`config.mk`:
```
export PLATFORM = sky130hd
export DESIGN_NAME = gpio_port_with_edge_level_irq_unit
export DESIGN_NICKNAME = d
export VERILOG_FILES = /design/src/hw/rtl/gpioei_pkg.sv /design/src/hw/rtl/gpio_port_with_edge_level_irq_unit.sv /design/src/hw/rtl/gpioei_blink.sv
export SDC_FILE = /design/constraint.sdc
export NUM_CORES = 1
export LEC_CHECK = 0
export ABC_CLOCK_PERIOD_IN_PS = 17300
export BUFFER_PORTS_ARGS = -buffer_cell sky130_fd_sc_hd__buf_2
export CORE_MARGIN = 2
export CORE_UTILIZATION = 40
export CTS_CLUSTER_DIAMETER = 200
export DETAILED_ROUTE_END_ITERATION = 12
export GPL_TIMING_DRIVEN = 0
export SLEW_MARGIN = 10
export SYNTH_ARGS = -nofsm -noshare
export SYNTH_HDL_FRONTEND = slang
export SYNTH_SLANG_ARGS = --single-unit
```
`constraint.sdc`:
```
create_clock -name clk -period 17.3 [get_ports clk]
set_clock_uncertainty 0.2 [all_clocks]
set_input_delay 5.19 -clock clk [delete_from_list [all_inputs] [get_ports clk]]
set_output_delay 5.19 -clock clk [all_outputs]
set_load 0.01 [all_outputs]
```
`src/hw/rtl/gpioei_pkg.sv`:
```
package gpioei_pkg;

  localparam int unsigned PIN_COUNT = 32;
  localparam int unsigned DATA_W    = 32;

  localparam logic [DATA_W-1:0] PIN_MASK =
    DATA_W'((64'd1 << PIN_COUNT) - 64'd1);

  // request codes
  localparam logic [1:0] REQ_READ  = 2'd0;
  localparam logic [1:0] REQ_WRITE = 2'd1;
  localparam logic [1:0] REQ_TICK  = 2'd2;

  // register map
  localparam logic [3:0] REG_OUT    = 4'd0;
  localparam logic [3:0] REG_DIR    = 4'd1;
  localparam logic [3:0] REG_BLINK  = 4'd2;
  localparam logic [3:0] REG_POL    = 4'd3;
  localparam logic [3:0] REG_DATAIN = 4'd4;
  localparam logic [3:0] REG_CAUSE  = 4'd5;
  localparam logic [3:0] REG_EMASK  = 4'd6;
  localparam logic [3:0] REG_LMASK  = 4'd7;
  localparam logic [3:0] REG_ON     = 4'd8;
  localparam logic [3:0] REG_OFF    = 4'd9;

  typedef struct packed {
    logic              tick;
    logic [DATA_W-1:0] on_dur;
    logic [DATA_W-1:0] off_dur;
  } blink_ctl_t;

endpackage

```
`src/hw/rtl/gpio_port_with_edge_level_irq_unit.sv`:
```
// 32-pin GPIO port with edge and level interrupts. Each transfer on the in_ channel is a
// register read, a register write or a pin-sample tick, and produces exactly one result
// on the out_ channel carrying the read data (zero unless a mapped read), the pin drive
// and enable vectors and the interrupt line, all as seen after that item's update.
// One item is taken every cycle; its result appears in the output register in the cycle
// after the transfer, and in_ready only drops while that register holds a result the
// consumer has not taken. A tick latches pins XOR polarity into data-in, sets edge-cause
// bits on rising edges and advances the shared blink timer.
module gpio_port_with_edge_level_irq_unit
  import gpioei_pkg::*;
(
  input  logic              clk,
  input  logic              rst_n,
  input  logic              in_valid,
  output logic              in_ready,
  input  logic [1:0]        in_req_type,
  input  logic [3:0]        in_reg_sel,
  input  logic [DATA_W-1:0] in_write_data,
  input  logic [DATA_W-1:0] in_pins_in,
  output logic              out_valid,
  input  logic              out_ready,
  output logic [DATA_W-1:0] out_read_data,
  output logic [DATA_W-1:0] out_pin_drive,
  output logic [DATA_W-1:0] out_pin_enable,
  output logic              out_irq_pending
);

  logic [DATA_W-1:0] out_val_r, out_val_nxt;
  logic [DATA_W-1:0] dir_r, dir_nxt;
  logic [DATA_W-1:0] blink_r, blink_nxt;
  logic [DATA_W-1:0] pol_r, pol_nxt;
  logic [DATA_W-1:0] din_r, din_nxt;
  logic [DATA_W-1:0] cause_r, cause_nxt;
  logic [DATA_W-1:0] emask_r, emask_nxt;
  logic [DATA_W-1:0] lmask_r, lmask_nxt;
  logic [DATA_W-1:0] on_r, on_nxt;
  logic [DATA_W-1:0] off_r, off_nxt;

  logic              ovalid_r, ovalid_nxt;
  logic [DATA_W-1:0] rdata_r, rdata_nxt;
  logic [DATA_W-1:0] drive_r, drive_nxt;
  logic [DATA_W-1:0] oe_r, oe_nxt;
  logic              irq_r, irq_nxt;

  logic              accept;
  logic [DATA_W-1:0] fresh;
  logic [DATA_W-1:0] phase_bits;
  logic              phase_nxt;
  blink_ctl_t        blink_ctl;

  assign in_ready = ~ovalid_r | out_ready;
  assign accept   = in_valid & in_ready;

  assign blink_ctl.tick    = accept & (in_req_type == REQ_TICK);
  assign blink_ctl.on_dur  = on_r;
  assign blink_ctl.off_dur = off_r;

  gpioei_blink u_blink (
    .clk       (clk),
    .rst_n     (rst_n),
    .ctl       (blink_ctl),
    .phase_nxt (phase_nxt)
  );

  always_comb begin
    out_val_nxt = out_val_r;
    dir_nxt     = dir_r;
    blink_nxt   = blink_r;
    pol_nxt     = pol_r;
    din_nxt     = din_r;
    cause_nxt   = cause_r;
    emask_nxt   = emask_r;
    lmask_nxt   = lmask_r;
    on_nxt      = on_r;
    off_nxt     = off_r;
    rdata_nxt   = '0;
    fresh       = (in_pins_in ^ pol_r) & PIN_MASK;

    if (accept && in_req_type == REQ_READ) begin
      unique case (in_reg_sel)
        REG_OUT:    rdata_nxt = out_val_r;
        REG_DIR:    rdata_nxt = dir_r;
        REG_BLINK:  rdata_nxt = blink_r;
        REG_POL:    rdata_nxt = pol_r;
        REG_DATAIN: rdata_nxt = din_r;
        REG_CAUSE:  rdata_nxt = cause_r;
        REG_EMASK:  rdata_nxt = emask_r;
        REG_LMASK:  rdata_nxt = lmask_r;
        REG_ON:     rdata_nxt = on_r;
        REG_OFF:    rdata_nxt = off_r;
        default:    rdata_nxt = '0;
      endcase
    end

    if (accept && in_req_type == REQ_WRITE) begin
      unique case (in_reg_sel)
        REG_OUT:   out_val_nxt = in_write_data & PIN_MASK;
        REG_DIR:   dir_nxt     = in_write_data & PIN_MASK;
        REG_BLINK: blink_nxt   = in_write_data & PIN_MASK;
        REG_POL:   pol_nxt     = in_write_data & PIN_MASK;
        // write zero to clear
        REG_CAUSE: cause_nxt   = cause_r & in_write_data & PIN_MASK;
        REG_EMASK: emask_nxt   = in_write_data & PIN_MASK;
        REG_LMASK: lmask_nxt   = in_write_data & PIN_MASK;
        REG_ON:    on_nxt      = in_write_data;
        REG_OFF:   off_nxt     = in_write_data;
        default:   ;
      endcase
    end

    if (blink_ctl.tick) begin
      cause_nxt = cause_r | (fresh & ~din_r & PIN_MASK);
      din_nxt   = fresh;
    end

    phase_bits = {DATA_W{phase_nxt}};
    drive_nxt  = ((out_val_nxt & ~blink_nxt) | (blink_nxt & phase_bits)) & PIN_MASK;
    oe_nxt     = ~dir_nxt & PIN_MASK;
    irq_nxt    = (((din_nxt & lmask_nxt) | (cause_nxt & emask_nxt)) & PIN_MASK) != '0;
    ovalid_nxt = accept | (ovalid_r & ~out_ready);
  end

  always_ff @(posedge clk) begin
    if (!rst_n) begin
      out_val_r <= '0;
      dir_r     <= PIN_MASK;
      blink_r   <= '0;
      pol_r     <= '0;
      din_r     <= '0;
      cause_r   <= '0;
      emask_r   <= '0;
      lmask_r   <= '0;
      on_r      <= DATA_W'(1);
      off_r     <= DATA_W'(1);
      ovalid_r  <= 1'b0;
    end else begin
      out_val_r <= out_val_nxt;
      dir_r     <= dir_nxt;
      blink_r   <= blink_nxt;
      pol_r     <= pol_nxt;
      din_r     <= din_nxt;
      cause_r   <= cause_nxt;
      emask_r   <= emask_nxt;
      lmask_r   <= lmask_nxt;
      on_r      <= on_nxt;
      off_r     <= off_nxt;
      ovalid_r  <= ovalid_nxt;
    end
  end

  // result register, loaded on every transfer
  always_ff @(posedge clk) begin
    if (accept) begin
      rdata_r <= rdata_nxt;
      drive_r <= drive_nxt;
      oe_r    <= oe_nxt;
      irq_r   <= irq_nxt;
    end
  end

  assign out_valid       = ovalid_r;
  assign out_read_data   = rdata_r;
  assign out_pin_drive   = drive_r;
  assign out_pin_enable  = oe_r;
  assign out_irq_pending = irq_r;

endmodule

```
`src/hw/rtl/gpioei_blink.sv`:
```
module gpioei_blink
  import gpioei_pkg::*;
(
  input  logic       clk,
  input  logic       rst_n,
  input  blink_ctl_t ctl,
  output logic       phase_nxt
);

  logic [DATA_W-1:0] count_r, count_nxt;
  logic              phase_r;
  logic [DATA_W-1:0] dur;
  logic [DATA_W-1:0] count_inc;

  always_comb begin
    dur = phase_r ? ctl.on_dur : ctl.off_dur;
    if (dur == '0) begin
      dur = DATA_W'(1);
    end
    // saturate at all ones
    count_inc = (count_r == '1) ? count_r : count_r + DATA_W'(1);
    count_nxt = count_r;
    phase_nxt = phase_r;
    if (ctl.tick) begin
      if (count_inc >= dur) begin
        count_nxt = '0;
        phase_nxt = ~phase_r;
      end else begin
        count_nxt = count_inc;
      end
    end
  end

  always_ff @(posedge clk) begin
    if (!rst_n) begin
      count_r <= '0;
      phase_r <= 1'b1;
    end else begin
      count_r <= count_nxt;
      phase_r <= phase_nxt;
    end
  end

endmodule

```
==> impl_metrics.prom <==
# TYPE chip_impl_metric gauge
chip_impl_info{name="outcome",value="completed"} 1
chip_impl_metric{name="preCtsSetupSlack",unit="ns"} 6.20
chip_impl_metric{name="worst_slew_margin_rel",unit="%"} 8.54
chip_impl_metric{name="synth_edf_count",unit=""} 97
chip_impl_metric{name="synth-async-reset-ratio",unit="%"} 0
chip_impl_metric{name="drt_first_iter_violations",unit=""} 3029
chip_impl_metric{name="timing.max_cap.violations",unit=""} 0
chip_impl_info{name="synth_top_family_by_area",value="simple AND/OR/NAND/NOR gates"} 1
chip_impl_metric{name="vias_in_the_first_global_route",unit=""} 19456
chip_impl_metric{name="layout.cell_area.non_filler",unit="mm2"} 0.0248
chip_impl_metric{name="cts_sinks",unit=""} 451
chip_impl_metric{name="amount_of_wire_on_met2_after_detailed_routing",unit="mm"} 40.7
chip_impl_metric{name="floorplan.rows",unit=""} 84
chip_impl_metric{name="worst_setup_hold_path_clk_slew",unit="ns"} 0.06
chip_impl_metric{name="layout.core_utilization",unit="%"} 47.1
chip_impl_metric{name="die_h",unit="um"} 235
chip_impl_metric{name="floorplan.core_area",unit="mm2"} 0.0527
chip_impl_metric{name="wl_met1",unit="mm"} 36.6
chip_impl_metric{name="power_density",unit="mW/mm2"} 96.1
chip_impl_metric{name="worst_ep_arrival_time",unit="ns"} 5.71
chip_impl_metric{name="fp.dieW",unit="um"} 235
chip_impl_metric{name="met3_wirelength",unit="mm"} 10.3
chip_impl_metric{name="cts.htree.levels",unit=""} 2
chip_impl_metric{name="post_synthesis_compound_gate_area_fraction",unit="%"} 15.0
chip_impl_metric{name="netlist_instances",unit=""} 2359
chip_impl_metric{name="critical_path_peak_fanout",unit=""} 8
chip_impl_metric{name="synth-xor-area-share",unit="%"} 3.57
chip_impl_metric{name="globalRouteOverflowTotal",unit=""} 0
chip_impl_metric{name="grt_start_max_net_pins",unit=""} 64
chip_impl_metric{name="synthDominantCellAreaShare",unit="%"} 33.2
chip_impl_metric{name="finalNetCount",unit=""} 2686
chip_impl_metric{name="setup_total_negative_slack",unit="ns"} 0
chip_impl_metric{name="cts-buffers-inserted",unit=""} 51
chip_impl_metric{name="drc",unit=""} 0
chip_impl_info{name="synth_area_leader_cell",value="dfxtp_1"} 1
chip_impl_info{name="synth_flop_cell",value="dfxtp_1"} 1
chip_impl_metric{name="grt.total_usage",unit="%"} 32.5
chip_impl_metric{name="worst_path_largest_cell_delay",unit="ns"} 0.16
chip_impl_metric{name="worstPathRequired",unit="ns"} 11.91
chip_impl_info{name="worst_setup_path_start_kind",value="input pin"} 1
chip_impl_metric{name="ctsHoldBuffers",unit=""} 0
chip_impl_metric{name="wl_per_cell",unit="um"} 28.3
chip_impl_metric{name="grt_antenna_before_repair",unit=""} 2
chip_impl_metric{name="max_slew.worst_pin.slew",unit="ns"} 1.36
chip_impl_metric{name="post_cts_resize_count",unit=""} 0
chip_impl_metric{name="placed_cells_incl_taps",unit=""} 3214
chip_impl_info{name="synth_area_leaders",value="dfxtp_1, edfxtp_1, mux2i_1, nand2_1, nor2_1"} 1
chip_impl_metric{name="place.port_buffers",unit=""} 165
chip_impl_metric{name="place_congestion",unit=""} 1.02
chip_impl_metric{name="synth-adder-area-share",unit="%"} 1.93
chip_impl_info{name="critical_path.most_common_cell",value="buf_2"} 1
chip_impl_metric{name="total_placed_instance_area",unit="mm2"} 0.0231
chip_impl_metric{name="synth_sequential_area_ratio",unit="%"} 46.8
chip_impl_metric{name="grt_pass1_wl",unit="mm"} 132
chip_impl_metric{name="vdd_ir_drop_max",unit="mV"} 0.0643
chip_impl_metric{name="leakagePower",unit="nW"} 9.71
chip_impl_metric{name="setup_viols_final",unit=""} 0
chip_impl_metric{name="layout_worst_path_cycle_share",unit="%"} 64.2
chip_impl_metric{name="vias_per_cell",unit=""} 6.24
chip_impl_metric{name="hold_violations",unit=""} 0
chip_impl_metric{name="floorplan.initialDensity",unit="%"} 40.6
chip_impl_metric{name="final-max-slew-violation-count",unit=""} 0
chip_impl_info{name="rsz0062_at_grt",value="false"} 1
chip_impl_metric{name="first_pass_iters",unit=""} 10
chip_impl_metric{name="mapped_avg_cell_area",unit="um2"} 9.06
chip_impl_metric{name="holdWs",unit="ns"} 0.275
chip_impl_metric{name="area_share_of_and_or_nand_nor_cells_after_synthesis",unit="%"} 19.4
chip_impl_metric{name="ys_ff_latch",unit=""} 451
chip_impl_metric{name="drt-total-wl",unit="mm"} 93.5
chip_impl_info{name="critical_path_class",value="input pin to output port"} 1
chip_impl_info{name="highest_layer",value="met5"} 1
chip_impl_metric{name="cts-root-to-sink-buffers",unit=""} 3
chip_impl_metric{name="achievable_freq",unit="GHz"} 0.0901
chip_impl_metric{name="layout-drive-gt1-share",unit="%"} 11.0
chip_impl_info{name="worstPathCellList",value="buf_2 > nand2b_1 > buf_2 > buf_2"} 1
chip_impl_info{name="cts_root_buffer",value="clkbuf_16"} 1
chip_impl_info{name="final_common_cell",value="dfxtp_1"} 1
chip_impl_info{name="slowest_stage",value="buf_2"} 1
chip_impl_metric{name="post-cts-setup-buffer-count",unit=""} 0
chip_impl_metric{name="netlist-cell-type-count",unit=""} 60
chip_impl_metric{name="period_minus_ws_final",unit="ns"} 11.10
chip_impl_metric{name="layout.cells.non_filler",unit=""} 3306
chip_impl_metric{name="total_power",unit="mW"} 2.38
chip_impl_metric{name="ios",unit=""} 173
chip_impl_metric{name="total_number_of_vias",unit=""} 20626
chip_impl_metric{name="ant_nets",unit=""} 0
chip_impl_info{name="crit_path_end_kind",value="output port"} 1
chip_impl_metric{name="summed_instance_area_of_the_synthesized_netlist",unit="mm2"} 0.0214
chip_impl_metric{name="yosysWarningCount",unit=""} 0
chip_impl_metric{name="worst_slack",unit="ns"} 6.20
chip_impl_metric{name="area_delta_synth_final",unit="%"} 16.0
chip_impl_metric{name="muxShareOfSynthArea",unit="%"} 9.01
chip_impl_metric{name="layout.filler_cells",unit=""} 4973
chip_impl_metric{name="fp.dieArea",unit="mm2"} 0.0553
chip_impl_metric{name="synth.net_count",unit=""} 2466
chip_impl_metric{name="place_hpwl",unit="mm"} 68.7
chip_impl_info{name="timing.hold.worst.class",value="flip-flop to flip-flop"} 1
chip_impl_metric{name="clk_latency",unit="ns"} 0.61
chip_impl_info{name="tritoncts",value="yes"} 1
chip_impl_info{name="mostFrequentLayoutCells",value="dfxtp_1, nand2_1, nor2_1"} 1
-- cells in the mapped netlist (18+ instances only) --
master and instances:
inv_1 20, a222oi_1 64, clkbuf_1 167, buf_2 24, edfxtp_1 97, nor2_1 261, a31oi_1 33, o21ai_0 18
nand3_1 59, xor2_1 28, a221oi_1 32, a211oi_1 32, o22a_1 20, nor3b_1 37, ha_1 33, nand4_1 26
a21oi_1 188, nor3_1 76, nand3b_1 31, dfxtp_1 354, a22o_1 32, o22ai_1 25, xnor2_1 59, nand2_1 334
mux2i_1 189
-- routing by layer --
metal  global-route usage [%]  vias up
met5                        0        -
met4                     18.4        2
met3                     7.22      323
met2                     50.2     1443
met1                     42.2     9926
li1                         -     8932
-- critical path, delay by kind of cell --
family        cells  cell delay [ns]
simple gates      1             0.12
buf+inv           3             0.40
-- registers in the layout (all words and copies together), names as in the netlist --
signal,cells
out_valid,1
din_r,32
out_val_r,32
out_irq_pending,1
out_pin_drive,32
out_read_data,32
blink_r,32
dir_r,32
pol_r,32
lmask_r,32
out_pin_enable,32
u_blink.phase_r,1
on_r,32
u_blink.count_r,32
off_r,32
emask_r,32
cause_r,32
-- where the power goes --
group	internal, mW	switching, mW	leakage [nW]	total [mW]
Clock	0.654	0.457	0.826	1.11
Sequential	1.09	0.00921	3.84	1.10
Combinational	0.0439	0.125	5.04	0.169
Total	1.79	0.592	9.71	2.38
-- worst paths after layout --
path	startpoint	to	slack, ns	cells past startpoint
worst max-delay path	out_ready	in_ready	6.20	4
worst min-delay path	on_r[24]	on_r[24]	0.28	2
worst max register to register	u_blink.phase_r	out_pin_drive[21]	10.64	17
worst min register to register	on_r[24]	on_r[24]	0.28	2
-- cell type report --
class | instances | area, um2 | area share [%]
inverter | 21 | 78.8 | 0.318
tap | 688 | 861 | 3.47
buffer | 207 | 830 | 3.35
clock inverter | 6 | 87.6 | 0.353
multi-input combinational | 1680 | 10500 | 42.3
antenna | 1 | 2.50 | 0.0101
clock buffer | 85 | 1600 | 6.44
sequential | 451 | 10000 | 40.3
timing repair buffer | 167 | 861 | 3.47
-- cells by family after synthesis --
| logic type | Yosys count |
|---|---|
| fa+ha+maj | 33 |
| xor+xnor | 87 |
| flops | 451 |
| simple gates | 900 |
| mux | 192 |
| buf+inv | 228 |
| compound gates | 468 |
Power figures use the tool's default switching activity.
